$ cat src/rtl/core/spgd_ram.sv
`timescale 1ns / 1ps
`default_nettype none

module spgd_ram #(
  parameter int WIDTH = 48,
  parameter int DEPTH = 64
) (
  input  logic                     clk,
  input  logic [$clog2(DEPTH)-1:0] addr,
  input  logic                     we,
  input  logic [WIDTH-1:0]         wdata,
  input  logic                     re,
  output logic [WIDTH-1:0]         rdata
);

  logic [WIDTH-1:0] mem [DEPTH];

  // Single port with a registered read that holds between reads.
  always_ff @(posedge clk) begin
    if (we) begin
      mem[addr] <= wdata;
    end
    if (re) begin
      rdata <= mem[addr];
    end
  end

endmodule

`default_nettype wire

$ cat config.mk
export PLATFORM = sky130hd
export DESIGN_NAME = spgd_ram
export DESIGN_NICKNAME = d
export VERILOG_FILES = /design/src/rtl/core/spgd_ram.sv
export SDC_FILE = /design/constraint.sdc
export NUM_CORES = 2
export LEC_CHECK = 0
export ABC_AREA = 1
export BUFFER_PORTS_ARGS = -buffer_cell sky130_fd_sc_hd__buf_2
export CORE_ASPECT_RATIO = 0.7
export CORE_MARGIN = 2
export CORE_UTILIZATION = 30
export CTS_CLUSTER_DIAMETER = 80
export CTS_CLUSTER_SIZE = 25
export DETAILED_ROUTE_END_ITERATION = 12
export SLEW_MARGIN = 5
export SYNTH_ARGS = -nofsm -noshare
export SYNTH_HDL_FRONTEND = slang
export SYNTH_SLANG_ARGS = --single-unit
$ cat constraint.sdc
create_clock -name clk -period 19.7 [get_ports clk]
set_input_delay 3.94 -clock clk [delete_from_list [all_inputs] [get_ports clk]]
set_output_delay 3.94 -clock clk [all_outputs]
set_load 0.05 [all_outputs]
==> flow_summary_export.csv <==
group,metric,value,unit
run_status,status,"finished clean",
clock_tree,root_buffer,"clkbuf_16",
synth,ys_seq_elements,3120,
timing,drv_slew,0,
synth,syn_nets,12700,
critical_path,crit_chain,"buf_8, clkinv_16, buf_12, buf_4, buf_4, nand2_1, nand2_1, nand2_1, nand2_1, nand2_1, nand2_1, nand2_1, nand2_1, nor2_1, nand2_1",
clock_tree,cts.clk_slew.worst_paths,0.10,ns
critical_path,cp_data_required_time,20.45,ns
die,rows,202,
timing,period_share,41.0,%
clock_tree,insertion_delay,0.88,ns
synth,synth_ff_type,"edfxtp_1",
critical_path,start_kind,"input pin",
power,p_per_area,83.4,mW/mm2
timing,rsz0062_at_grt,"false",
synth,yosys.area.top_type,"edfxtp_1",
min_path,whs_path_depth,6,
timing,fmax,0.124,GHz
synth,avgSynthCellArea,10.3,um2
clock_tree,cts.path.max_buffers,4,
timing,final-hold-violation-count,0,
critical_path,crit_type,"in -> reg",
timing,period_needed,8.07,ns
clock_tree,cts_setup_buffers,0,
clock_tree,cts_hold_buffers,0,
critical_path,crit_path_end_kind,"flip-flop",
die,initial_core_util,30.1,%
global_route,antenna_found_initial,55,
global_route,grt_use_total,18.1,%
global_route,grt_max_degree,257,
global_route,gr-total-overflow,0,
power,p_total,11800,uW
clock_tree,cts_resized,0,
synth,yosysWarningCount,0,
die,core_area,0.432,mm2
synth,synth_edf_count,3120,
min_path,hold_path_class,"reg -> reg",
critical_path,crit_top_cell,"nand2_1",
timing,clock_skew,0.0346,ns
run,drv_cap,0,
power,power_leakage,0.0573,uW
finish,nets,12500,
synth,seq_area_frac_synth,71.9,%
synth,ys_types,22,
finish,layout-drive-gt1-share,4.64,%
finish,final_area,0.141,mm2
routing,drc,0,
synth,synth_top_cell_area_share,71.9,%
timing,tightest_slew,1.31,ns
die,dieHeight,555,um
global_route,grt_pass1_wl,582000,um
placement,place.gp.congestion,0.804,
synth,synth.area.top_cells,"edfxtp_1, nand2_1, buf_2, clkbuf_1, nor2_1",
clock_tree,numCtsBuffers,152,
clock_tree,cts_num_sinks,3120,
placement,dp_hpwl,217000,um
synth,syn_inst,12600,
synth,yosysMostFrequentCell,"nand2_1",
routing,wl_per_cell,22.4,um
routing,drtIter0Drc,11900,
routing,drt_wl_total,410000,um
critical_path,worst-endpoint-arrival,8.82,ns
placement,placed_area,0.137,mm2
clock_tree,h-tree-depth,4,
global_route,first_global_vias,79300,
critical_path,critPathMaxFanout,256,
synth,async_reset_ff_share,0,%
critical_path,crit_path_top_delay_cell,"buf_4",
power,ir_drop,0.0000587,V
routing,ant_nets,0,
routing,first_pass_iters,7,
placement,port_buffers,104,
critical_path,cpPeakStageDelay,0.95,ns
timing,final-setup-viol-count,0,
finish,area.growth.synth_to_final,8.50,%
routing,vias,87000,
timing,whs,0.876,ns
routing,routed_via_density,4.75,
critical_path,r2r_cells,10,
timing,max-slew-margin-rel,12.8,%
die,dieArea,0.440,mm2
timing,fin_setup_tns,0,ns
die,io_pins,105,
synth,syn_area,0.130,mm2
die,die_x,792,um
synth,synthTopCellsByCount,"nand2_1, edfxtp_1, buf_2, clkbuf_1, nor2_1",
clock_tree,cts_tree,"done",
worst paths after layout:
kind,from,to,slack (ns)
setup / recovery,addr[0],rdata[45]$_DFFE_PP_,11.63
hold / removal,mem[34][46]$_DFFE_PP_,rdata[46]$_DFFE_PP_,0.88
setup reg to reg,mem[39][15]$_DFFE_PP_,rdata[15]$_DFFE_PP_,17.52
hold reg to reg,mem[34][46]$_DFFE_PP_,rdata[46]$_DFFE_PP_,0.88
layout by cell type, fill, tap and decap left out, types with 2 or more instances in the layout:
cell,Yosys,layout
buf_12,0,10
buf_2,341,100
buf_4,62,210
buf_8,0,3
clkbuf_16,0,159
clkinv_1,0,2
clkinv_16,0,2
diode_2,0,13
edfxtp_1,3120,3120
inv_1,17,16
inv_2,12,11
inv_8,0,2
nand2_1,8624,8624
nand3_1,13,13
nand4_1,2,2
nor2_1,168,106
nor2_4,0,62
nor3_4,0,7
nor4_2,0,2
o211ai_1,5,5
o21ai_0,2,2
o21ai_1,5,5
or2_2,5,5
per-stage QoR:
stage                     worst slack (ns)  util (%)  instances
after detailed placement             10.93      31.7      18100
after floorplan                       9.92         -      12600
after CTS                            11.87      32.7      18300
final                                11.63      32.7      18300
after global routing                 11.45      32.7      18300
after global placement               10.93      31.7      18100
flip-flops by register name, indices dropped and copies added, names as in the netlist:
name   cells
mem     3072
rdata     48
routing by layer:
| metal | global-route usage [%] | wire [um] | share of wire, % | up-vias |
|---|---|---|---|---|
| met2 | 27.2 | 175000 | 43 | 4200 |
| met5 | 0 | 90 | 0.022 | - |
| li1 | - | - | - | 40200 |
| met1 | 26.6 | 181000 | 44 | 42000 |
| met3 | 3.89 | 44400 | 11 | 529 |
| met4 | 3.94 | 9950 | 2.4 | 16 |
cell type report:
class                      instances  area [um2]
clock inverter                     7        97.6
tap                             5814        7270
fill                           43500      291000
inverter                          30         154
timing repair buffer             323        2320
sequential                      3120       93700
antenna                           13        32.5
multi-input combinational       8836       33800
clock buffer                     160        3980
cell families after synthesis:
family                 synth area share [%]
AND/OR/NAND/NOR                        25.5
flip-flops                             71.9
buffers and inverters                  2.55
AO/OA/AOI/OAI                        0.0557
critical path: cells and delay by family:
family	cells	cell delay, ns
simple gates	10	1.04
buf+inv	5	2.90
power breakdown:
group | internal, uW | switching, uW | total, uW
Sequential | 7360 | 29.2 | 7380
Clock | 1470 | 2080 | 3550
Combinational | 183 | 670 | 853
Total | 9010 | 2780 | 11800
Note: power is estimated with default switching activity, not from simulation.
