**config.mk**
```make
export PLATFORM = sky130hd
export DESIGN_NAME = spgd_kernel
export DESIGN_NICKNAME = d
export VERILOG_FILES = /design/src/rtl/core/spgd_pkg.sv /design/src/rtl/core/spgd_kernel.sv
export SDC_FILE = /design/constraint.sdc
export NUM_CORES = 2
export LEC_CHECK = 0
export BUFFER_PORTS_ARGS = -buffer_cell sky130_fd_sc_hd__buf_2
export CORE_MARGIN = 5
export CORE_UTILIZATION = 40
export CTS_CLUSTER_SIZE = 40
export DETAILED_ROUTE_END_ITERATION = 8
export HOLD_SLACK_MARGIN = 0.1
export REMOVE_ABC_BUFFERS = 1
export SLEW_MARGIN = 10
export SYNTH_ARGS = -nofsm -noshare
export SYNTH_HDL_FRONTEND = slang
export SYNTH_SLANG_ARGS = --single-unit
```
**constraint.sdc**
```tcl
create_clock -name clk -period 11.6 [get_ports clk]
set_input_delay 1.16 -clock clk [delete_from_list [all_inputs] [get_ports clk]]
set_output_delay 1.16 -clock clk [all_outputs]
set_load 0.01 [all_outputs]
```
**src/rtl/core/spgd_pkg.sv**
```systemverilog
`timescale 1ns / 1ps
`default_nettype none

package spgd_pkg;

  // Store size and number format.
  localparam int MAX_DIM_DEF = 64;
  localparam int FRAC_BITS   = 16;

  // Field widths.
  localparam int ACT_W     = 2;
  localparam int P_W       = 22;
  localparam int RHO_W     = 32;
  localparam int VOX_W     = 6;
  localparam int STAT_W    = 2;
  localparam int ACC_W     = 48;
  localparam int EXT_W     = 7;
  localparam int CFG_IDX_W = 2;

  localparam logic [EXT_W-1:0] GRID_RESET = 7'd64;

  // Kernel datapath widths.
  localparam int SQ_W  = 2 * P_W + 2;
  localparam int R_W   = SQ_W / 2;
  localparam int NUM_W = R_W + FRAC_BITS;
  localparam int U_W   = FRAC_BITS + 2;
  localparam int W_W   = FRAC_BITS + 1;
  localparam int ADD_W = RHO_W + 1;

  // Action codes.
  localparam logic [ACT_W-1:0] ACT_DEPOSIT = 2'd0;
  localparam logic [ACT_W-1:0] ACT_READ    = 2'd1;
  localparam logic [ACT_W-1:0] ACT_CLEAR   = 2'd2;

  // Status codes.
  localparam logic [STAT_W-1:0] ST_DEPOSITED = 2'd0;
  localparam logic [STAT_W-1:0] ST_SKIPPED   = 2'd1;
  localparam logic [STAT_W-1:0] ST_READ_DATA = 2'd2;
  localparam logic [STAT_W-1:0] ST_CLEARED   = 2'd3;

  // Register indexes.
  localparam logic [CFG_IDX_W-1:0] CFG_GRID_X = 2'd0;
  localparam logic [CFG_IDX_W-1:0] CFG_GRID_Y = 2'd1;
  localparam logic [CFG_IDX_W-1:0] CFG_GRID_Z = 2'd2;

  typedef struct packed {
    logic [ACT_W-1:0] action;
    logic [P_W-1:0]   pos_x;
    logic [P_W-1:0]   pos_y;
    logic [P_W-1:0]   pos_z;
    logic [P_W-1:0]   smoothing_len;
    logic [RHO_W-1:0] density;
    logic [VOX_W-1:0] voxel_x;
    logic [VOX_W-1:0] voxel_y;
    logic [VOX_W-1:0] voxel_z;
  } in_item_t;

  typedef struct packed {
    logic [STAT_W-1:0] status;
    logic [ACC_W-1:0]  voxel_value;
    logic              saturated;
  } out_item_t;

  typedef struct packed {
    logic [CFG_IDX_W-1:0] index;
    logic [EXT_W-1:0]     value;
  } cfg_item_t;

  typedef struct packed {
    logic             start;
    logic [P_W-1:0]   dx;
    logic [P_W-1:0]   dy;
    logic [P_W-1:0]   dz;
    logic [P_W-1:0]   h;
    logic [RHO_W-1:0] rho;
  } kern_req_t;

  typedef struct packed {
    logic             busy;
    logic             done;
    logic [ADD_W-1:0] addend;
  } kern_rsp_t;

  typedef enum logic [3:0] {
    S_CLEAR, S_IDLE, S_SETUP, S_VOX, S_KWAIT, S_WRITE, S_RDREQ, S_RDDATA, S_DONE
  } ctrl_state_t;

  typedef enum logic [3:0] {
    K_IDLE, K_SQ, K_SQRT, K_DIV, K_SEL, K_MA, K_MB, K_POLY, K_RHO, K_DONE
  } kern_state_t;

endpackage

`default_nettype wire

```
**src/rtl/core/spgd_kernel.sv**
```systemverilog
`timescale 1ns / 1ps
`default_nettype none

module spgd_kernel (
  input  logic                clk,
  input  logic                rst,
  input  spgd_pkg::kern_req_t kreq,
  output spgd_pkg::kern_rsp_t krsp
);

  localparam int F     = spgd_pkg::FRAC_BITS;
  localparam int P_W   = spgd_pkg::P_W;
  localparam int SQ_W  = spgd_pkg::SQ_W;
  localparam int R_W   = spgd_pkg::R_W;
  localparam int NUM_W = spgd_pkg::NUM_W;
  localparam int U_W   = spgd_pkg::U_W;
  localparam int W_W   = spgd_pkg::W_W;
  localparam int RHO_W = spgd_pkg::RHO_W;
  localparam int Q_W   = 2 * U_W - F;
  localparam int T_W   = Q_W + U_W - F;
  localparam int A_W   = T_W + 2;
  localparam int CNT_W = $clog2(NUM_W + 1);
  localparam logic [U_W-1:0] ONE = U_W'(1) << F;
  localparam logic [U_W-1:0] TWO = U_W'(1) << (F + 1);

  spgd_pkg::kern_state_t state, state_next;

  logic [CNT_W-1:0]     cnt;
  logic [P_W-1:0]       d0, d1, d2, h_r;
  logic [RHO_W-1:0]     rho_r;
  logic [SQ_W-1:0]      sq, bitr, res;
  logic [NUM_W-1:0]     num, quo;
  logic [P_W:0]         rem;
  logic [U_W-1:0]       x;
  logic                 lo_br;
  logic [2*U_W-1:0]     m;
  logic [Q_W-1:0]       q2;
  logic [Q_W+U_W-1:0]   m2;
  logic [W_W-1:0]       w;
  logic [RHO_W+W_W-1:0] prod;

  logic [2*P_W-1:0] dsq;
  logic [SQ_W-1:0]  trial, res_nx, sq_nx;
  logic [P_W:0]     rem_sh;
  logic             qbit;
  logic [P_W:0]     rem_nx;
  logic             quo_big, quo_lo;
  logic [2*U_W-1:0] mxx;
  logic [Q_W+U_W-1:0] mqx;
  logic [T_W-1:0]   t;
  logic [A_W-1:0]   pa, pb;
  logic [W_W-1:0]   w_poly;

  // Squares accumulate through one multiplier.
  assign dsq = d0 * d0;

  // One root digit per cycle.
  always_comb begin
    trial = res + bitr;
    if (sq >= trial) begin
      sq_nx  = sq - trial;
      res_nx = (res >> 1) + bitr;
    end else begin
      sq_nx  = sq;
      res_nx = res >> 1;
    end
  end

  // One quotient bit per cycle, restoring.
  always_comb begin
    rem_sh = {rem[P_W-1:0], num[NUM_W-1]};
    qbit   = rem_sh >= {1'b0, h_r};
    rem_nx = qbit ? rem_sh - {1'b0, h_r} : rem_sh;
  end

  assign quo_big = quo >= NUM_W'(TWO);
  assign quo_lo  = quo <= NUM_W'(ONE);
  assign mxx     = x * x;
  assign mqx     = m[2*U_W-1:F] * x;

  // Spline polynomial from the registered powers.
  always_comb begin
    t  = m2[Q_W+U_W-1:F];
    pa = A_W'(ONE) + ((A_W'(t) + (A_W'(t) << 1)) >> 2);
    pb = (A_W'(q2) + (A_W'(q2) << 1)) >> 1;
    if (lo_br) begin
      w_poly = (pa > pb) ? W_W'(pa - pb) : '0;
    end else begin
      w_poly = W_W'(t >> 2);
    end
  end

  // Next state.
  always_comb begin
    state_next = state;
    unique case (state)
      spgd_pkg::K_IDLE: if (kreq.start) state_next = spgd_pkg::K_SQ;
      spgd_pkg::K_SQ:   if (cnt == CNT_W'(2)) state_next = spgd_pkg::K_SQRT;
      spgd_pkg::K_SQRT: if (cnt == CNT_W'(R_W - 1)) state_next = spgd_pkg::K_DIV;
      spgd_pkg::K_DIV:  if (cnt == CNT_W'(NUM_W - 1)) state_next = spgd_pkg::K_SEL;
      spgd_pkg::K_SEL:  state_next = quo_big ? spgd_pkg::K_RHO : spgd_pkg::K_MA;
      spgd_pkg::K_MA:   state_next = spgd_pkg::K_MB;
      spgd_pkg::K_MB:   state_next = spgd_pkg::K_POLY;
      spgd_pkg::K_POLY: state_next = spgd_pkg::K_RHO;
      spgd_pkg::K_RHO:  state_next = spgd_pkg::K_DONE;
      spgd_pkg::K_DONE: state_next = spgd_pkg::K_IDLE;
      default:          state_next = spgd_pkg::K_IDLE;
    endcase
  end

  // Outputs.
  always_comb begin
    krsp.busy   = state != spgd_pkg::K_IDLE;
    krsp.done   = state == spgd_pkg::K_DONE;
    krsp.addend = prod[RHO_W+W_W-1:F];
  end

  always_ff @(posedge clk) begin
    if (rst) begin
      state <= spgd_pkg::K_IDLE;
    end else begin
      state <= state_next;
    end
  end

  // Datapath registers.
  always_ff @(posedge clk) begin
    case (state)
      spgd_pkg::K_IDLE: begin
        d0    <= kreq.dx;
        d1    <= kreq.dy;
        d2    <= kreq.dz;
        h_r   <= kreq.h;
        rho_r <= kreq.rho;
        sq    <= '0;
        cnt   <= '0;
      end
      spgd_pkg::K_SQ: begin
        sq <= sq + SQ_W'(dsq);
        d0 <= d1;
        d1 <= d2;
        if (cnt == CNT_W'(2)) begin
          cnt  <= '0;
          bitr <= SQ_W'(1) << (SQ_W - 2);
          res  <= '0;
        end else begin
          cnt <= cnt + 1'b1;
        end
      end
      spgd_pkg::K_SQRT: begin
        sq   <= sq_nx;
        res  <= res_nx;
        bitr <= bitr >> 2;
        if (cnt == CNT_W'(R_W - 1)) begin
          cnt <= '0;
          num <= {res_nx[R_W-1:0], {F{1'b0}}};
          rem <= '0;
          quo <= '0;
        end else begin
          cnt <= cnt + 1'b1;
        end
      end
      spgd_pkg::K_DIV: begin
        rem <= rem_nx;
        quo <= {quo[NUM_W-2:0], qbit};
        num <= num << 1;
        cnt <= cnt + 1'b1;
      end
      spgd_pkg::K_SEL: begin
        lo_br <= quo_lo;
        x     <= quo_lo ? quo[U_W-1:0] : TWO - quo[U_W-1:0];
        if (quo_big) w <= '0;
      end
      spgd_pkg::K_MA: m <= mxx;
      spgd_pkg::K_MB: begin
        q2 <= m[2*U_W-1:F];
        m2 <= mqx;
      end
      spgd_pkg::K_POLY: w <= w_poly;
      spgd_pkg::K_RHO:  prod <= rho_r * w;
      default: ;
    endcase
  end

endmodule

`default_nettype wire
```
==> reports/summary.txt <==
STA
----------------------------------------------------------------------------------------------------
Number of pins exceeding their max-slew limit in the final report                                  0
Max Freq                                                                                     120 MHz
Unrepaired setup endpoints after global routing                                                false
Post-Route Setup TNS                                                                            0 ns
Worst slew slack as a fraction of its limit                                                    23.5%
Number of setup violations in the final report                                                     0
Final-report hold violation count                                                                  0
Actual slew at the worst max-slew pin                                                        1.14 ns
Post-route fraction of the period consumed by the critical path                                71.9%
Final worst clock skew                                                                     0.0386 ns
Final critical delay including setup and external delays                                     8.34 ns

PLACEMENT
----------------------------------------------------------------------------------------------------
Input/output buffers                                                                             157
Dpl hpwl                                                                                   140000 um
RD Place Congestion                                                                            0.875

JOB
----------------------------------------------------------------------------------------------------
Max-cap violations                                                                                 0

CLOCK TREE
----------------------------------------------------------------------------------------------------
Clock root cell                                                                            clkbuf_16
CTS HTree Levels                                                                                   2
CTS tree                                                                                        done
Number of gates resized after cts                                                                  0
Clock Sink Count                                                                                 460
Clock insertion delay at the later pin of the skew report                                    0.70 ns
Number of CTS-inserted buffers                                                                    56
Clock-pin slew reported for the worst setup and hold paths after clock tree synthesis        0.07 ns
Number of buffers inserted by hold repair at cts                                                   0
Post-CTS setup buffer count                                                                        0
Maximum root-to-sink buffer count                                                                  3

WORST HOLD PATH
----------------------------------------------------------------------------------------------------
Worst min-delay path category                                                             reg -> reg

FLOORPLAN
----------------------------------------------------------------------------------------------------
Die area                                                                                  199000 um2
Core region area                                                                          190000 um2
Y dimension of the die                                                                        446 um
Top-level port count                                                                             158
Number of rows in the core area                                                                  160
Horizontal extent of the die                                                                  446 um
Starting Density                                                                               40.1%

GLOBAL ROUTE
----------------------------------------------------------------------------------------------------
Global routing usage summed across all routing layers                                          18.8%
Largest net degree at the start of global routing                                                 86
Initial antenna violation count                                                                    3
Wire length of the first global-routing pass                                               302000 um
Total congestion overflow after global routing                                                     0
Number of global-route vias before repair                                                      57007

YOSYS
----------------------------------------------------------------------------------------------------
Number of register bits inferred by synthesis                                                    460
Area share of the largest cell type after synthesis                                            35.3%
Fraction of registers with async set or reset after synthesis                                     0%
Cell accounting for the most synthesized area                                                   fa_1
Area of the mapped netlist                                                                 75900 um2
Number of flops mapped to enable cells by yosys                                                  456
Mean post-synth cell area                                                                   9.56 um2
Count of synthesis-stage warnings from yosys                                                       0
Top_reg_cell synth                                                                          edfxtp_1
Proportion of synthesized chip area in sequential cells                                        18.1%
Ranking of synthesized cells by area                                                    fa_1 35%, edfxtp_1 18%, ha_1 11%
Netlist cell types                                                                                92
Number of cells produced by synthesis                                                           7947

CRITICAL PATH
----------------------------------------------------------------------------------------------------
Critical Path Fanout Max                                                                          20
Startpoint type of the worst setup path                                                     register
Required time reported for the critical path endpoint                                       12.00 ns
Type of the worst setup path                                                              reg -> reg
Worst Setup End Kind                                                                        register
Worst Path Arrival                                                                           8.74 ns

DETAILED ROUTING
----------------------------------------------------------------------------------------------------
Detailed Route Iter0 Violations                                                                 2790
Final ANT Viol Nets                                                                                0
Via total after detailed routing                                                               52940
Residual DRC                                                                                       0
Detailed Route WL                                                                          182000 um
Ratio of routed vias to standard cells                                                          5.05
DR WL/cell                                                                                   17.4 um
Number of optimization iterations in the first detailed-route pass                                 5

FINISH
----------------------------------------------------------------------------------------------------
Storage cell area                                                                          13800 um2
Filler Cell Count                                                                              18357
Share of final-layout standard cells stronger than drive strength 1                            5.04%
Area growth from synthesis to layout                                                           6.96%
Area occupied by multi-input gates                                                         54700 um2
Net count of the finished layout                                                               10085

STATUS
----------------------------------------------------------------------------------------------------
Run status                                                                              complete, no violations

-- area by class of cell --
type / count / share of cell area (%)
multi-input cells: 5484 / 67.4
flip-flops and latches: 460 / 17.0
inverters: 1702 / 7.87
well taps: 2511 / 3.87
clock buffers: 59 / 1.74
repair buffers: 230 / 1.64
clock inverters: 45 / 0.570
diodes: 1 / 0.00308
-- routing by layer --
layer  global-route usage, %  wire length (um)  up-vias
met2                    31.3             85400     1262
li1                        -                 -    24631
met5                       0                 0        -
met3                    2.46              9520      253
met4                    5.42              6040        0
met1                    25.7             81500    26794
-- cells in the final DEF, fill, tap and decap left out, drive strengths merged, types with 59 or more instances in the layout --
| master | n |
|---|---|
| a21o | 113 |
| a21oi | 210 |
| and2 | 478 |
| buf | 230 |
| clkbuf | 59 |
| edfxtp | 456 |
| fa | 1340 |
| ha | 688 |
| inv | 1704 |
| nand2 | 1181 |
| nor2 | 297 |
| o21ai | 153 |
| xnor2 | 160 |
| xor2 | 167 |
-- cells in the mapped netlist (35+ instances only) --
cell      count
nor2b_1      49
xnor2_1     160
nor2_1      297
xor2_1      167
nand4_1      35
and2_1      478
o21a_1       35
clkbuf_1    285
o22ai_1      37
edfxtp_1    456
fa_1       1340
a21oi_1     203
nor3_1       57
a31oi_1      45
nand3_1      51
nand2_1    1181
o21ai_0     117
inv_1      1701
ha_1        688
a21o_1      113
a211oi_1     35
-- kinds of logic (layout without fill, tap and decap cells) --
logic type      Yosys count  in the layout  share of synthesized area [%]
simple gates           2274           2274                           13.8
fa+ha+maj              2028           2028                           46.7
buf+inv                2003           2036                           9.94
compound gates          823            823                           7.31
flops                   460            460                           18.1
xor+xnor                327            327                           3.77
mux                      32             32                          0.430
other cells               0              1                              0
-- critical path, stage by stage (launching register included) --
cell and delay (ns):
edfxtp_1 0.88, inv_1 0.34, nor2_1 0.26, fa_1 0.45
inv_1 0.08, fa_1 0.45, fa_1 0.55, inv_1 0.06
fa_1 0.48, fa_1 0.60, fa_1 0.45, fa_1 0.46
ha_1 0.36, a21o_1 0.20, a21oi_1 0.18, o21ai_0 0.15
a41oi_1 0.31, o31ai_1 0.12, a21oi_1 0.24, o31ai_4 0.14
a311oi_2 0.50, o41ai_4 0.13, o31ai_1 0.28, mux2i_1 0.22
o221ai_1 0.13
-- flip-flops by register name, summed over array words and instances (netlist names), 4 cells and up --
name and count:
bitr 23, x 18, quo 39, rem 22
cnt 6, d2 22, h_r 22, num 23
m2 22, sq 46, prod 33, m 20
d0 22, q2 20, res 46, d1 22
state 4, rho_r 32, w 17
-- worst paths after layout --
check	startpoint	end	slack (ns)	cells past startpoint
worst max-delay path	d0[19]	sq[45]	3.26	24
worst min register to register	d2[15]	d1[15]	0.51	2
worst max register to register	d0[19]	sq[45]	3.26	24
worst min-delay path	d2[15]	d1[15]	0.51	2
-- metrics by stage --
stage | instances | cell area [um2] | hold WS [ns] | util (%) | worst slack [ns]
final | 10492 | 81200 | 0.513 | 42.8 | 3.26
after global routing | 10492 | 81200 | 0.528 | 42.8 | 2.85
after CTS | 10491 | 81200 | 0.516 | 42.8 | 3.24
after detailed placement | 10387 | 79400 | 0.496 | 41.9 | 3.28
after global placement | 10387 | 79400 | 0.497 | 41.9 | 3.32
after floorplan | 7646 | 74800 | 0.478 | - | 1.90
Power is left out: the tool's default activity adds up to more than one toggle a clock period on the data nets, which glitch-free logic cannot reach.
